<file path="config.mk">
export PLATFORM = sky130hd
export DESIGN_NAME = hsl_to_rgb_converter_unit
export DESIGN_NICKNAME = d
export VERILOG_FILES = /design/src/rtl/hslc_pkg.sv /design/src/rtl/hsl_to_rgb_converter_unit.sv /design/src/rtl/hslc_pipe_ctrl.sv /design/src/rtl/hslc_hue_split.sv /design/src/rtl/hslc_chroma.sv /design/src/rtl/hslc_chan_calc.sv
export SDC_FILE = /design/constraint.sdc
export NUM_CORES = 2
export LEC_CHECK = 0
export BUFFER_PORTS_ARGS = -buffer_cell sky130_fd_sc_hd__buf_4
export CAP_MARGIN = 15
export CORE_ASPECT_RATIO = 1.2
export CORE_MARGIN = 4
export CORE_UTILIZATION = 40
export DETAILED_ROUTE_END_ITERATION = 8
export GPL_TIMING_DRIVEN = 1
export PLACE_DENSITY = 0.54
export SETUP_SLACK_MARGIN = 0.5
export SYNTH_ARGS = -nofsm -noshare
export SYNTH_HDL_FRONTEND = slang
export SYNTH_SLANG_ARGS = --single-unit
export TNS_END_PERCENT = 50
</file>
<file path="constraint.sdc">
create_clock -name aclk -period 6.7 [get_ports aclk]
set_clock_uncertainty 0.2 [all_clocks]
set_input_delay 0 -clock aclk [delete_from_list [all_inputs] [get_ports aclk]]
set_output_delay 0 -clock aclk [all_outputs]
set_load 0.005 [all_outputs]
</file>
<file path="src/rtl/hslc_pkg.sv">
// shared types, constants and helpers of the hsl to rgb converter
package hslc_pkg;

    // pipeline shape
    localparam int STAGES       = 10;
    localparam int FRONT_STAGES = 5;
    localparam int BACK_STAGES  = STAGES - FRONT_STAGES;

    // field widths
    localparam int HUE_W  = 16;
    localparam int CFG_W  = 17;
    localparam int CH_W   = 8;
    localparam int RGB_W  = 3 * CH_W;
    localparam int APB_AW = 3;
    localparam int APB_DW = 32;

    // half of the signed hue range
    localparam int HUE_HALF = 2 ** (HUE_W - 1);

    // q1.16 fractions
    localparam logic [CFG_W-1:0] Q16_ONE     = 17'd65536;
    localparam logic [CFG_W-1:0] SAT_RESET   = 17'd45875;
    localparam logic [CFG_W-1:0] LIGHT_RESET = 17'd32768;

    // chroma product a*s in 2^-32 units, offset in 2^-33 units
    localparam int AS_W       = 33;
    localparam int MM_W       = 34;
    localparam int UNIT_SHIFT = 33;

    // hue geometry
    localparam int SECTOR_DEG   = 60;
    localparam int TURN_SECTORS = 6;

    // constant division by reciprocal, one correction step after it
    localparam int DIV15       = SECTOR_DEG / 4;
    localparam int DIV3        = 3;
    localparam int RECIP_15    = 4369;
    localparam int RECIP_3     = 21845;
    localparam int RECIP_SHIFT = 16;
    localparam int RECIP_15_W  = $clog2(RECIP_15 + 1);
    localparam int RECIP_3_W   = $clog2(RECIP_3 + 1);

    // second component before the final divide by 15, below 256 * 15
    localparam int V_W = 12;

    // register index taken from paddr[2]
    localparam logic REG_SATURATION = 1'b0;
    localparam logic REG_LIGHTNESS  = 1'b1;

    // channel order (r, g, b) per 60 degree sector
    typedef enum logic [2:0] {
        SEC_C_X_0 = 3'd0,
        SEC_X_C_0 = 3'd1,
        SEC_0_C_X = 3'd2,
        SEC_0_X_C = 3'd3,
        SEC_X_0_C = 3'd4,
        SEC_C_0_X = 3'd5
    } sector_t;

    // hue units in one sector
    function automatic int sector_width(input int frac_bits);
        return SECTOR_DEG << frac_bits;
    endfunction

    // width of 2 * triangle position, up to twice the sector width
    function automatic int tri_width(input int frac_bits);
        return $clog2(2 * sector_width(frac_bits) + 1);
    endfunction

    function automatic logic [CFG_W-1:0] clamp_one(input logic [CFG_W-1:0] v);
        return (v > Q16_ONE) ? Q16_ONE : v;
    endfunction

    function automatic logic [CH_W-1:0] sat_channel(input logic [CH_W:0] v);
        return v[CH_W] ? {CH_W{1'b1}} : v[CH_W-1:0];
    endfunction

endpackage

</file>
<file path="src/rtl/hsl_to_rgb_converter_unit.sv">
// top level of the hsl to rgb converter: config registers and pipeline
//
// usage
//   input channel s_valid / s_ready / s_hue carries one hue request in
//   2^-HUE_FRACTION_BITS degree units, two's complement, any value wraps
//   modulo 360 degrees. result channel m_valid / m_ready carries red, green,
//   blue and the packed 24-bit color for every request, in request order.
//   saturation (byte address 0) and lightness (byte address 4) are q1.16
//   registers on the apb port, written by the user only while no request is
//   in flight (not enforced by the block); values above 1.0 act as 1.0.
//   throughput is one request per cycle unless m_ready holds the pipeline;
//   the depth is set by the ten register stages (hue wrap and sector split,
//   chroma product, scaling by 255, divide by the sector width, sector mux).
//   reset empties the pipeline and loads saturation 0.7 and lightness 0.5.
//   when the receiver stalls each full stage holds its request, empty stages
//   behind it keep filling, and s_ready falls only once all ten are full
module hsl_to_rgb_converter_unit
    import hslc_pkg::*;
#(
    parameter int HUE_FRACTION_BITS = 4
)
(
    input  logic                     aclk,
    input  logic                     aresetn,

    // hue requests
    input  logic                     s_valid,
    output logic                     s_ready,
    input  logic signed [HUE_W-1:0]  s_hue,

    // color results
    output logic                     m_valid,
    input  logic                     m_ready,
    output logic [CH_W-1:0]          m_red,
    output logic [CH_W-1:0]          m_green,
    output logic [CH_W-1:0]          m_blue,
    output logic [RGB_W-1:0]         m_packed_color,

    // configuration
    input  logic                     psel,
    input  logic                     penable,
    input  logic                     pwrite,
    input  logic [APB_AW-1:0]        paddr,
    input  logic [APB_DW-1:0]        pwdata,
    output logic [APB_DW-1:0]        prdata,
    output logic                     pready
);

    localparam int TW = tri_width(HUE_FRACTION_BITS);

    logic [CFG_W-1:0]  saturation_reg;
    logic [CFG_W-1:0]  lightness_reg;
    logic [STAGES-1:0] en;
    sector_t           sector;
    logic [TW-1:0]     twotri;
    logic [AS_W-1:0]   chroma_q32;
    logic [MM_W-1:0]   offset_q33;

    // apb access, zero wait states
    assign pready = 1'b1;

    always_ff @(posedge aclk) begin
        if (!aresetn) begin
            saturation_reg <= SAT_RESET;
            lightness_reg  <= LIGHT_RESET;
        end else if (psel && penable && pwrite) begin
            case (paddr[2])
                REG_SATURATION: saturation_reg <= pwdata[CFG_W-1:0];
                REG_LIGHTNESS:  lightness_reg  <= pwdata[CFG_W-1:0];
                default: ;
            endcase
        end
    end

    // read back, upper bits zero
    always_comb begin
        case (paddr[2])
            REG_SATURATION: prdata = APB_DW'(saturation_reg);
            REG_LIGHTNESS:  prdata = APB_DW'(lightness_reg);
            default:        prdata = '0;
        endcase
    end

    // valid bits and stage enables for all ten stages
    hslc_pipe_ctrl u_ctrl (
        .aclk      (aclk),
        .aresetn   (aresetn),
        .in_valid  (s_valid),
        .in_ready  (s_ready),
        .out_valid (m_valid),
        .out_ready (m_ready),
        .en        (en)
    );

    // stages 0..4: hue to sector and triangle position
    hslc_hue_split #(
        .HUE_FRACTION_BITS (HUE_FRACTION_BITS)
    ) u_hue (
        .aclk   (aclk),
        .en     (en[FRONT_STAGES-1:0]),
        .hue    (s_hue),
        .sector (sector),
        .twotri (twotri)
    );

    // stages 0..4 alongside: registers captured with the request, chroma, offset
    hslc_chroma u_chroma (
        .aclk       (aclk),
        .en         (en[FRONT_STAGES-1:0]),
        .saturation (saturation_reg),
        .lightness  (lightness_reg),
        .chroma_q32 (chroma_q32),
        .offset_q33 (offset_q33)
    );

    // stages 5..9: scale, divide, mux; last stage is the output register
    hslc_chan_calc #(
        .HUE_FRACTION_BITS (HUE_FRACTION_BITS)
    ) u_chan (
        .aclk         (aclk),
        .en           (en[STAGES-1:FRONT_STAGES]),
        .sector       (sector),
        .twotri       (twotri),
        .chroma_q32   (chroma_q32),
        .offset_q33   (offset_q33),
        .red          (m_red),
        .green        (m_green),
        .blue         (m_blue),
        .packed_color (m_packed_color)
    );

endmodule

</file>
<file path="src/rtl/hslc_pipe_ctrl.sv">
// valid bits and per-stage load enables of the converter pipeline
module hslc_pipe_ctrl
    import hslc_pkg::*;
(
    input  logic               aclk,
    input  logic               aresetn,
    input  logic               in_valid,
    output logic               in_ready,
    output logic               out_valid,
    input  logic               out_ready,
    output logic [STAGES-1:0]  en
);

    logic [STAGES-1:0] valid_reg;
    logic [STAGES-1:0] valid_next;

    // a stage loads when empty or when the one after it moves
    always_comb begin
        en[STAGES-1] = !valid_reg[STAGES-1] || out_ready;
        for (int k = STAGES - 2; k >= 0; k--) begin
            en[k] = !valid_reg[k] || en[k+1];
        end
    end

    always_comb begin
        valid_next[0] = en[0] ? in_valid : valid_reg[0];
        for (int k = 1; k < STAGES; k++) begin
            valid_next[k] = en[k] ? valid_reg[k-1] : valid_reg[k];
        end
    end

    always_ff @(posedge aclk) begin
        if (!aresetn) begin
            valid_reg <= '0;
        end else begin
            valid_reg <= valid_next;
        end
    end

    assign in_ready  = en[0];
    assign out_valid = valid_reg[STAGES-1];

endmodule

</file>
<file path="src/rtl/hslc_hue_split.sv">
// hue wrap, sector select and triangle position, five stages
module hslc_hue_split
    import hslc_pkg::*;
#(
    parameter int HUE_FRACTION_BITS = 4
)
(
    input  logic                                    aclk,
    input  logic [FRONT_STAGES-1:0]                 en,
    input  logic signed [HUE_W-1:0]                 hue,
    output sector_t                                 sector,
    output logic [tri_width(HUE_FRACTION_BITS)-1:0] twotri
);

    localparam int W_VAL  = sector_width(HUE_FRACTION_BITS);
    localparam int FULL   = TURN_SECTORS * W_VAL;
    localparam int OFFS   = FULL * ((HUE_HALF + FULL - 1) / FULL);
    localparam int X_MAX  = HUE_HALF - 1 + OFFS;
    localparam int XW     = $clog2(X_MAX + 1);
    localparam int YSH    = HUE_FRACTION_BITS + 2;
    localparam int Y_MAX  = X_MAX >> YSH;
    localparam int YW     = $clog2(Y_MAX + 1);
    localparam int Q_MAX  = Y_MAX / DIV15;
    localparam int QW     = $clog2(Q_MAX + 1);
    localparam int QH_MAX = Q_MAX >> 1;
    localparam int QHW    = $clog2(QH_MAX + 1);
    localparam int PW     = $clog2(W_VAL);
    localparam int TW     = tri_width(HUE_FRACTION_BITS);
    localparam int P1W    = YW + RECIP_15_W;
    localparam int P3W    = QHW + RECIP_3_W;

    logic [XW-1:0]  x0_reg, x1_reg, x2_reg;
    logic [XW-1:0]  x0_next;
    logic [QW-1:0]  qest1_reg, qest1_next;
    logic [QW-1:0]  q2_reg, q2_next;
    logic [PW-1:0]  p3_reg, p3_next;
    logic [QHW-1:0] qh3_reg, qh3_next;
    logic [QHW-1:0] e3_reg, e3_next;
    logic           q0_3_reg;
    sector_t        sector4_reg, sector4_next;
    logic [TW-1:0]  twotri4_reg, twotri4_next;

    logic [YW-1:0]  y1, y2, rem2;
    logic [P1W-1:0] prod1;
    logic [XW-1:0]  qw3;
    logic [P3W-1:0] prod3;
    logic [QHW-1:0] r3;
    logic [1:0]     rem3;
    logic [PW:0]    two_p, fold_dist, tri_pos;

    // shift the hue by whole turns so it is never negative
    assign x0_next = XW'(int'(hue) + OFFS);

    // sixtieth count estimate, x / W = (x >> (F+2)) / 15
    assign y1         = YW'(x0_reg >> YSH);
    assign prod1      = P1W'(y1) * P1W'(RECIP_15);
    assign qest1_next = QW'(prod1 >> RECIP_SHIFT);

    always_comb begin
        y2   = YW'(x1_reg >> YSH);
        rem2 = y2 - YW'(qest1_reg) * YW'(DIV15);
        if (rem2 >= YW'(DIV15)) begin
            q2_next = qest1_reg + QW'(1);
        end else begin
            q2_next = qest1_reg;
        end
    end

    // position in sector and sector count mod 3 estimate
    assign qw3      = XW'(q2_reg) * XW'(W_VAL);
    assign p3_next  = PW'(x2_reg - qw3);
    assign qh3_next = QHW'(q2_reg >> 1);
    assign prod3    = P3W'(qh3_next) * P3W'(RECIP_3);
    assign e3_next  = QHW'(prod3 >> RECIP_SHIFT);

    always_comb begin
        r3 = qh3_reg - e3_reg * QHW'(DIV3);
        if (r3 >= QHW'(DIV3)) begin
            rem3 = 2'(r3 - QHW'(DIV3));
        end else begin
            rem3 = 2'(r3);
        end
        sector4_next = sector_t'({rem3, q0_3_reg});

        // triangle W - |2p - W|, kept doubled
        two_p = {p3_reg, 1'b0};
        if (two_p >= (PW+1)'(W_VAL)) begin
            fold_dist = two_p - (PW+1)'(W_VAL);
        end else begin
            fold_dist = (PW+1)'(W_VAL) - two_p;
        end
        tri_pos      = (PW+1)'(W_VAL) - fold_dist;
        twotri4_next = TW'({tri_pos, 1'b0});
    end

    always_ff @(posedge aclk) begin
        if (en[0]) begin
            x0_reg <= x0_next;
        end
        if (en[1]) begin
            x1_reg    <= x0_reg;
            qest1_reg <= qest1_next;
        end
        if (en[2]) begin
            x2_reg <= x1_reg;
            q2_reg <= q2_next;
        end
        if (en[3]) begin
            p3_reg   <= p3_next;
            qh3_reg  <= qh3_next;
            e3_reg   <= e3_next;
            q0_3_reg <= q2_reg[0];
        end
        if (en[4]) begin
            sector4_reg <= sector4_next;
            twotri4_reg <= twotri4_next;
        end
    end

    assign sector = sector4_reg;
    assign twotri = twotri4_reg;

endmodule

</file>
<file path="src/rtl/hslc_chroma.sv">
// chroma and offset from saturation and lightness, five stages
module hslc_chroma
    import hslc_pkg::*;
(
    input  logic                     aclk,
    input  logic [FRONT_STAGES-1:0]  en,
    input  logic [CFG_W-1:0]         saturation,
    input  logic [CFG_W-1:0]         lightness,
    output logic [AS_W-1:0]          chroma_q32,
    output logic [MM_W-1:0]          offset_q33
);

    logic [CFG_W-1:0] s0_reg, s1_reg;
    logic [CFG_W-1:0] l0_reg, l1_reg, l2_reg;
    logic [CFG_W-1:0] a1_reg, a1_next;
    logic [AS_W-1:0]  as2_reg, as3_reg, as4_reg;
    logic [AS_W-1:0]  as2_next;
    logic [MM_W-1:0]  mm3_reg, mm4_reg;
    logic [MM_W-1:0]  mm3_next;
    logic [CFG_W:0]   dbl;
    logic [2*CFG_W-1:0] prod2;

    // a = 1 - |2l - 1|
    always_comb begin
        dbl = {l0_reg, 1'b0};
        if (dbl >= (CFG_W+1)'(Q16_ONE)) begin
            a1_next = CFG_W'({Q16_ONE - l0_reg, 1'b0});
        end else begin
            a1_next = CFG_W'(dbl);
        end
    end

    assign prod2    = (2*CFG_W)'(a1_reg) * (2*CFG_W)'(s1_reg);
    assign as2_next = AS_W'(prod2);

    // offset l - c/2, never negative
    assign mm3_next = {l2_reg, {CFG_W{1'b0}}} - MM_W'(as2_reg);

    always_ff @(posedge aclk) begin
        if (en[0]) begin
            s0_reg <= clamp_one(saturation);
            l0_reg <= clamp_one(lightness);
        end
        if (en[1]) begin
            s1_reg <= s0_reg;
            l1_reg <= l0_reg;
            a1_reg <= a1_next;
        end
        if (en[2]) begin
            l2_reg  <= l1_reg;
            as2_reg <= as2_next;
        end
        if (en[3]) begin
            as3_reg <= as2_reg;
            mm3_reg <= mm3_next;
        end
        if (en[4]) begin
            as4_reg <= as3_reg;
            mm4_reg <= mm3_reg;
        end
    end

    assign chroma_q32 = as4_reg;
    assign offset_q33 = mm4_reg;

endmodule

</file>
<file path="src/rtl/hslc_chan_calc.sv">
// channel scaling by 255, divide by sector width, sector mux, five stages
module hslc_chan_calc
    import hslc_pkg::*;
#(
    parameter int HUE_FRACTION_BITS = 4
)
(
    input  logic                                    aclk,
    input  logic [BACK_STAGES-1:0]                  en,
    input  sector_t                                 sector,
    input  logic [tri_width(HUE_FRACTION_BITS)-1:0] twotri,
    input  logic [AS_W-1:0]                         chroma_q32,
    input  logic [MM_W-1:0]                         offset_q33,
    output logic [CH_W-1:0]                         red,
    output logic [CH_W-1:0]                         green,
    output logic [CH_W-1:0]                         blue,
    output logic [RGB_W-1:0]                        packed_color
);

    localparam int W_VAL = sector_width(HUE_FRACTION_BITS);
    localparam int TW    = tri_width(HUE_FRACTION_BITS);
    localparam int PW    = $clog2(W_VAL);
    localparam int PRW   = AS_W + TW;
    localparam int QQW   = MM_W + PW;
    localparam int SW    = ((PRW > QQW) ? PRW : QQW) + 1;
    localparam int C255W = MM_W + CH_W;
    localparam int VSH   = UNIT_SHIFT + 2 + HUE_FRACTION_BITS;
    localparam int P8W   = V_W + RECIP_15_W;

    logic [PRW-1:0]  p5_reg, p5_next;
    logic [QQW-1:0]  q5_reg, q5_next;
    logic [MM_W-1:0] cs5_reg, cs5_next;
    logic [MM_W-1:0] mm5_reg;
    sector_t         sec5_reg, sec6_reg, sec7_reg, sec8_reg;
    logic [SW-1:0]   sum6_reg, sum6_next;
    logic [CH_W:0]   cval6_reg, cval7_reg, cval8_reg, cval6_next;
    logic [CH_W:0]   zval6_reg, zval7_reg, zval8_reg, zval6_next;
    logic [V_W-1:0]  v7_reg, v8_reg, v7_next;
    logic [CH_W:0]   e8_reg, e8_next;
    logic [CH_W-1:0] red_reg, green_reg, blue_reg;
    logic [CH_W-1:0] red_next, green_next, blue_next;
    logic [RGB_W-1:0] packed_reg;

    logic [C255W-1:0] c255, z255;
    logic [SW+CH_W-1:0] s255;
    logic [P8W-1:0]   prod8;
    logic [V_W-1:0]   rem9;
    logic [CH_W:0]    xval;
    logic [CH_W-1:0]  c_ch, x_ch, z_ch;

    // second component numerator: as * 2tri + W * offset
    assign p5_next  = PRW'(chroma_q32) * PRW'(twotri);
    assign q5_next  = QQW'(offset_q33) * QQW'(W_VAL);
    // full chroma channel is offset + c
    assign cs5_next = offset_q33 + {chroma_q32, 1'b0};

    // times 255 as shift and subtract
    assign sum6_next  = SW'(p5_reg) + SW'(q5_reg);
    assign c255       = {cs5_reg, {CH_W{1'b0}}} - C255W'(cs5_reg);
    assign z255       = {mm5_reg, {CH_W{1'b0}}} - C255W'(mm5_reg);
    assign cval6_next = (CH_W+1)'(c255 >> UNIT_SHIFT);
    assign zval6_next = (CH_W+1)'(z255 >> UNIT_SHIFT);

    assign s255    = {sum6_reg, {CH_W{1'b0}}} - (SW+CH_W)'(sum6_reg);
    assign v7_next = V_W'(s255 >> VSH);

    // remaining divide by 15
    assign prod8   = P8W'(v7_reg) * P8W'(RECIP_15);
    assign e8_next = (CH_W+1)'(prod8 >> RECIP_SHIFT);

    always_comb begin
        rem9 = v8_reg - V_W'(e8_reg) * V_W'(DIV15);
        if (rem9 >= V_W'(DIV15)) begin
            xval = e8_reg + (CH_W+1)'(1);
        end else begin
            xval = e8_reg;
        end
        c_ch = sat_channel(cval8_reg);
        x_ch = sat_channel(xval);
        z_ch = sat_channel(zval8_reg);
        case (sec8_reg)
            SEC_C_X_0: begin
                red_next = c_ch; green_next = x_ch; blue_next = z_ch;
            end
            SEC_X_C_0: begin
                red_next = x_ch; green_next = c_ch; blue_next = z_ch;
            end
            SEC_0_C_X: begin
                red_next = z_ch; green_next = c_ch; blue_next = x_ch;
            end
            SEC_0_X_C: begin
                red_next = z_ch; green_next = x_ch; blue_next = c_ch;
            end
            SEC_X_0_C: begin
                red_next = x_ch; green_next = z_ch; blue_next = c_ch;
            end
            default: begin
                red_next = c_ch; green_next = z_ch; blue_next = x_ch;
            end
        endcase
    end

    always_ff @(posedge aclk) begin
        if (en[0]) begin
            p5_reg   <= p5_next;
            q5_reg   <= q5_next;
            cs5_reg  <= cs5_next;
            mm5_reg  <= offset_q33;
            sec5_reg <= sector;
        end
        if (en[1]) begin
            sum6_reg  <= sum6_next;
            cval6_reg <= cval6_next;
            zval6_reg <= zval6_next;
            sec6_reg  <= sec5_reg;
        end
        if (en[2]) begin
            v7_reg    <= v7_next;
            cval7_reg <= cval6_reg;
            zval7_reg <= zval6_reg;
            sec7_reg  <= sec6_reg;
        end
        if (en[3]) begin
            v8_reg    <= v7_reg;
            e8_reg    <= e8_next;
            cval8_reg <= cval7_reg;
            zval8_reg <= zval7_reg;
            sec8_reg  <= sec7_reg;
        end
        if (en[4]) begin
            red_reg    <= red_next;
            green_reg  <= green_next;
            blue_reg   <= blue_next;
            packed_reg <= {red_next, green_next, blue_next};
        end
    end

    assign red          = red_reg;
    assign green        = green_reg;
    assign blue         = blue_reg;
    assign packed_color = packed_reg;

endmodule

</file>
# Word-level counts from Yosys, hierarchy flattened
# Index checks and enable logic that the tools add are counted.
# op_classes
mux	12
n_reduce_logical	31
bitwise	1
n_addsub	18
eq_ne	4
n_lt_le_gt_ge	7
mul	10
# op_table
op	n
42-bit by 34-bit subtractor with 42-bit output	2
32-bit one-hot mux with 2 select lines	1
51-bit by 45-bit subtractor with 51-bit output	1
8-bit one-hot mux with 2 select lines	3
44-bit by 44-bit adder with 45-bit output	1
33-bit by 10-bit multiplier with 43-bit output	1
34-bit by 4-bit multiplier with 38-bit output, second input constant	1
34-bit adder	1
17-bit > comparator, second input constant	2
34-bit by 33-bit subtractor with 34-bit output	1
17-bit by 17-bit multiplier with 33-bit output	1
12-bit by 13-bit multiplier with 25-bit output, second input constant	1
8-bit 2-to-1 mux	3
11-bit by 13-bit multiplier with 23-bit output, second input constant	1
6-bit by 15-bit multiplier with 21-bit output, second input constant	1
10-bit subtractor, first input constant	2
18-bit by 17-bit >= comparator with 1-bit output, second input constant	1
16-bit by 17-bit adder with 17-bit output, second input constant	1
17-bit 2-to-1 mux	1
1-bit by 16-bit subtractor with 16-bit output, first input constant	1
12-bit by 4-bit >= comparator with 1-bit output, second input constant	1
9-bit by 4-bit multiplier with 12-bit output, second input constant	1
2-bit OR reduction	6
12-bit subtractor	1
26 further kinds	47
# word_totals
out_inout_bits	83
inputBits	58
wordCells	139
reg_bits	747

# Longest topological paths before layout
# logic_depth
word_depth	11
ltp_mapped	24
depth_no_buf	23

# By module
# A second synthesis with hierarchy kept.
# hier_totals
hier_cells	5807
hier_area_um2	61738.0
# modules_own_cells
mod	cells_per_inst	area_each_um2	n_inst	seq_area_each_um2
hslc_chan_calc	3428	34330.4	1	9489.1
hslc_chroma	1616	18714.2	1	7807.5
hslc_hue_split	534	6520.0	1	2762.6
hsl_to_rgb_converter_unit	178	1739.2	1	680.7
hslc_pipe_ctrl	51	434.2	1	200.2

# Worst setup path after synthesis
# No wires, ideal clock.
# synth_path
kind	register to register
startpoint	register u_chroma.a1_reg[9]
endpoint	register u_chroma.as2_reg[27], data pin
setup_slack_ns	0.322
n_path_buf	2
setup_time_ns	0.258
required_time_ns	6.242
t_arrival_ns	5.920
period_less_slack_ns	6.378
stages_incl_launch_ff	23
path_cell_list	edfxtp_1 clkbuf_1 clkbuf_1 nand2_1 fa_1 fa_1 fa_1 fa_1 inv_1 fa_1 inv_1 fa_1 inv_1 ha_1 inv_1 nor2_1 o21a_1 a311oi_1 a21oi_1 or3_1 a31o_2 a21oi_1 xnor2_1
# synth_between
elab_chain_len	1
# synth_lines
element	line_no	source
start: declaration	hslc_chroma.sv:15	logic [CFG_W-1:0] a1_reg, a1_next;
start signal: assignment	hslc_chroma.sv:47	a1_reg <= a1_next;
17-bit by 17-bit multiplier with 33-bit output	hslc_chroma.sv:33	assign prod2 = (2*CFG_W)'(a1_reg) * (2*CFG_W)'(s1_reg);
named net u_chroma.prod2[27]	hslc_chroma.sv:21	logic [2*CFG_W-1:0] prod2;
end signal: assignment	hslc_chroma.sv:51	as2_reg <= as2_next;
end: declaration	hslc_chroma.sv:16	logic [AS_W-1:0] as2_reg, as3_reg, as4_reg;
# The timed path passes the listed nets, and every way through them passes these cells.
# A chain may end at the register's enable or synchronous reset.

# Final worst setup path
# layout_path
startpoint	register u_chroma.a1_reg[5]
endpoint	register u_chroma.as2_reg[31], data pin
# The elaborated chain is that of the path after synthesis.

==> impl.org <==
** Worst setup path
- Among all stages on the critical path, the largest delay is contributed by edfxtp_1.
- Worst path buffer plus inverter count :: 6
- Family of cells with the greatest summed delay on the critical path :: adder cells
- Worst path most repeated cell :: fa_1
- The worst setup path is captured at a flip-flop.
- Worst path arrival time :: 6.49 ns
- The most critical setup path has its startpoint at u_chroma.a1_reg[5]$_DFFE_PP_.
- Maximum fanout encountered on the critical timing path :: 6
- Critical path depth :: 22
- Data on the critical path is required at its endpoint by 6.95 ns.
- Traced cell by cell, the critical path runs through buf_4, buf_6, and2_4, fa_2, inv_1, fa_1, inv_1, fa_2, fa_1, fa_1, inv_1, fa_1, inv_2, ha_4, nand3_4, o21bai_4, or3_4, a21oi_2, or3_4, nand2_4, a31o_4, a211o_1.
- The endpoint identified for the worst register-to-register timing path is u_chroma.as2_reg[31]$_DFFE_PP_.
- Beginning of the worst register-to-register path :: u_chroma.a1_reg[5]$_DFFE_PP_
- The worst setup path is of the reg2reg kind.
- The number of cells on the worst reg-to-reg path is 22.
- The largest single stage delay on the critical path is 0.53 ns.
- The setup check on the worst reg-to-reg path leaves a slack of 0.46 ns.
- Element type at the critical path start :: flip-flop
- The most critical setup path has its endpoint at u_chroma.as2_reg[31]$_DFFE_PP_.

** Yosys
- During synthesis, Yosys emitted a total of 0 warnings.
- Adder-cell share of the synthesized area :: 31.2%
- For this run, asynchronously set or reset flops after synthesis account for 0%.
- Register area share after synthesis :: 35.7%
- After synthesis, the share of cell area in mux cells is 0.479%.
- Yosys top cell area share :: 34.2%
- After synthesis, the cell types taking the most area are edfxtp_1, fa_1, ha_1, inv_1, nand2_1.
- Dominant register cell in the synthesized netlist :: edfxtp_1
- Among all cell types in the netlist, the one instantiated most often is inv_1.
- Dominant combinational cell family by area after synthesis :: adder cells
- Yosys reg bits :: 702
- Synthesis instantiated 87 different standard cells from the library.
- The cell count after synthesis came out at 5315.
- Summing every instance area after synthesis gives 57700 µm².
- The synthesized netlist devotes 12.0% of its cell area to simple gates.
- Synthesized-area fraction occupied by xor and xnor cells :: 4.31%
- Average instance area after synthesis :: 10.9 µm²
- Yosys mapped a number of flops with a built-in enable equal to 658.
- After synthesis, the most frequently instantiated cells are inv_1, edfxtp_1, ha_1.
- Cell taking the most area after synthesis :: edfxtp_1
- Summing the areas of all compound-gate instances in the mapped netlist gives 9.83% of the synthesized area.

** Global route
- Entering global routing, the biggest net connects 75 pins.
- Total routing resource utilization after global routing :: 18.0%
- The initial antenna violation count came to 0.
- The via count of the first global-routing pass is 40761.
- Global route total overflow :: 0
- The first global-routing pass estimated 216000 µm of wire.

** Job
- Across the run, the number of max-cap violations was 0.

** CTS
- CTS root buf :: clkbuf_16
- Clock-pin slew of the registers on the worst-case setup and hold paths :: 0.06 ns
- The H-tree was split into 3 levels.
- Clock latency on the worst-skew pair, taken at its later pin, is 0.70 ns.
- TritonCTS built the clock tree.
- Clock Path Buffers :: 3
- Counting every sink on the clock net gives 702.
- Number of buffers created by CTS :: 83

** Routing
- Using the TritonRoute via totals, the vias-per-cell ratio works out to 5.02.
- The detail route stage leaves a number of antenna-violating nets equal to 0.
- Wires add up to 134000 µm.
- For this run, design rule violations remaining after detail routing come to 0.
- Length of the first detailed-routing pass in iterations :: 5
- For this block, the via count after detailed routing is 38540.
- Post-detailed-route wirelength per cell :: 17.5 µm
- First-iteration detailed-routing DRC count :: 1587

** Timing
- Number of hold violations in the final report :: 0
- Ratio of final minimum period to clock period :: 93.2%
- Worst Setup Slack, final :: 0.457 ns
- Final-report max-slew violation count :: 0
- Worst-Margin Slew :: 1.09 ns
- Rel. slew slack :: 26.7%
- Setup violations remaining at the end of the flow were counted as 0.
- Summed over all failing endpoints, the final setup total negative slack is 0 ns.
- RSZ-0062 raised after global routing :: yes
- Maximum achievable frequency :: 160 MHz
- Subtracting the final worst setup slack from the clock period gives 6.24 ns.

** Finish
- The finished layout holds 7672 standard cells, fillers aside.
- The post-route netlist has 10.4% of its cells at a drive strength greater than 1.
- The register with the most flip-flops in the layout has 42 of them.
- Area Overhead vs Synth :: 15.3%
- The filler cells instantiated in the layout total 13196.
- Final layout net count :: 6848
- Once layout is done, the placed cells without fillers occupy 66500 µm².

** Floorplan
- The core region is 143000 µm².
- In this run the horizontal extent of the chip is 355 µm.
- Die extent in y :: 424 µm
- IO Count :: 141
- Total Die Area :: 151000 µm²
- In this run the core area contains 152 standard-cell rows.
- For this configuration, the core starts out at a cell density of 40.3%.

** Place
- The placed instances occupy a cell area of 61200 µm².
- Worst slack at placement :: 0.0575 ns
- The congestion estimate from routability-driven global placement came to 0.876.
- Counting tap cells, the placed design contains a total of 7310 instances.
- Final HPWL DP :: 107000 µm
- The count of buffers added on input and output ports is 107.

** Run status
- The run finished with clean final reports.

** Worst hold path
- Type of the worst min-delay path :: in2reg
how the worst min path moves through the flow:
| stage | startpoint | end | slack, ns | cells after the start |
|---|---|---|---|---|
| 5_1_grt | m_ready | u_ctrl.valid_reg[9]$_SDFFE_PN0P_ | 0.06 | 4 |
| 3_3_place_gp | s_hue[7] | u_hue.x0_reg[7]$_DFFE_PP_ | -0.02 | 1 |
| 2_1_floorplan | s_hue[0] | u_hue.x0_reg[0]$_DFFE_PP_ | -0.10 | 0 |
| 6_report | m_ready | u_ctrl.valid_reg[9]$_SDFFE_PN0P_ | 0.05 | 4 |
| 3_5_place_dp | s_hue[4] | u_hue.x0_reg[4]$_DFFE_PP_ | -0.02 | 1 |
| 4_1_cts | m_ready | u_ctrl.valid_reg[9]$_SDFFE_PN0P_ | 0.002 | 4 |
final cells by class:
cell class	instances	area, µm²	area share [%]
Antenna cell	1	2.50	0.00376
Clock buffer	94	2120	3.18
Clock inverter	60	845	1.27
Inverter	794	2990	4.49
Multi-Input combinational cell	3677	33900	51.0
Sequential cell	702	20600	31.0
Tap cell	1925	2410	3.62
Timing Repair Buffer	419	3630	5.46
placed cells by master, fill, tap and decap left out, drive strengths merged, types with 107 or more instances in the layout:
| cell | count |
|---|---|
| a21o | 147 |
| a21oi | 227 |
| and2 | 288 |
| buf | 311 |
| dlygate4sd3 | 107 |
| edfxtp | 658 |
| fa | 546 |
| ha | 567 |
| inv | 797 |
| nand2 | 504 |
| nor2 | 184 |
| o21ai | 124 |
| xnor2 | 201 |
metal layers:
metal	vias up	track usage [%]	part of all wire (%)
met1	19048	20.9	40
met4	0	6.14	3.5
met3	228	2.05	2.8
li1	18697	-	-
met5	-	0	0
met2	567	34.1	53
worst reg2reg max path, delay by kind of cell (launching register included):
kind	cells	cell delay, ns
DFF	1	0.53
AOI/OAI and AO/OA	4	0.77
buffers and inverters	6	0.54
and+or+nand+nor	5	0.82
adders and majority gates	7	3.13
logic make-up (layout without fill, tap and decap cells):
| kind of cell | Yosys count | count (layout) |
|---|---|---|
| buffers and inverters | 950 | 1367 |
| AO/OA/AOI/OAI | 847 | 847 |
| multiplexers | 25 | 25 |
| flip-flops | 702 | 702 |
| adder cells (fa/ha/maj) | 1113 | 1113 |
| other | 2 | 17 |
| AND/OR/NAND/NOR | 1392 | 1392 |
| XOR/XNOR | 284 | 284 |
metrics by stage:
stage	util [%]	hold slack (ns)
after global placement	42.7	-0.0218
after global routing	46.5	0.0606
after CTS	46.0	0.00152
after detailed placement	42.7	-0.0202
after floorplan	-	-0.101
final	46.5	0.0540
timing repair:
item | CTS | global route
pin swaps | 31 | 79
resized for setup | 54 | 79
endpoints found under the setup margin | 16 | 21
endpoints found under the hold margin | 65 | 0
cloned | 0 | 1
hold buffers | 107 | 0
buffers inserted | 58 | 40
Power is not shown: default switching activity piles up to over one toggle a cycle in this logic, so the estimate is an artifact.
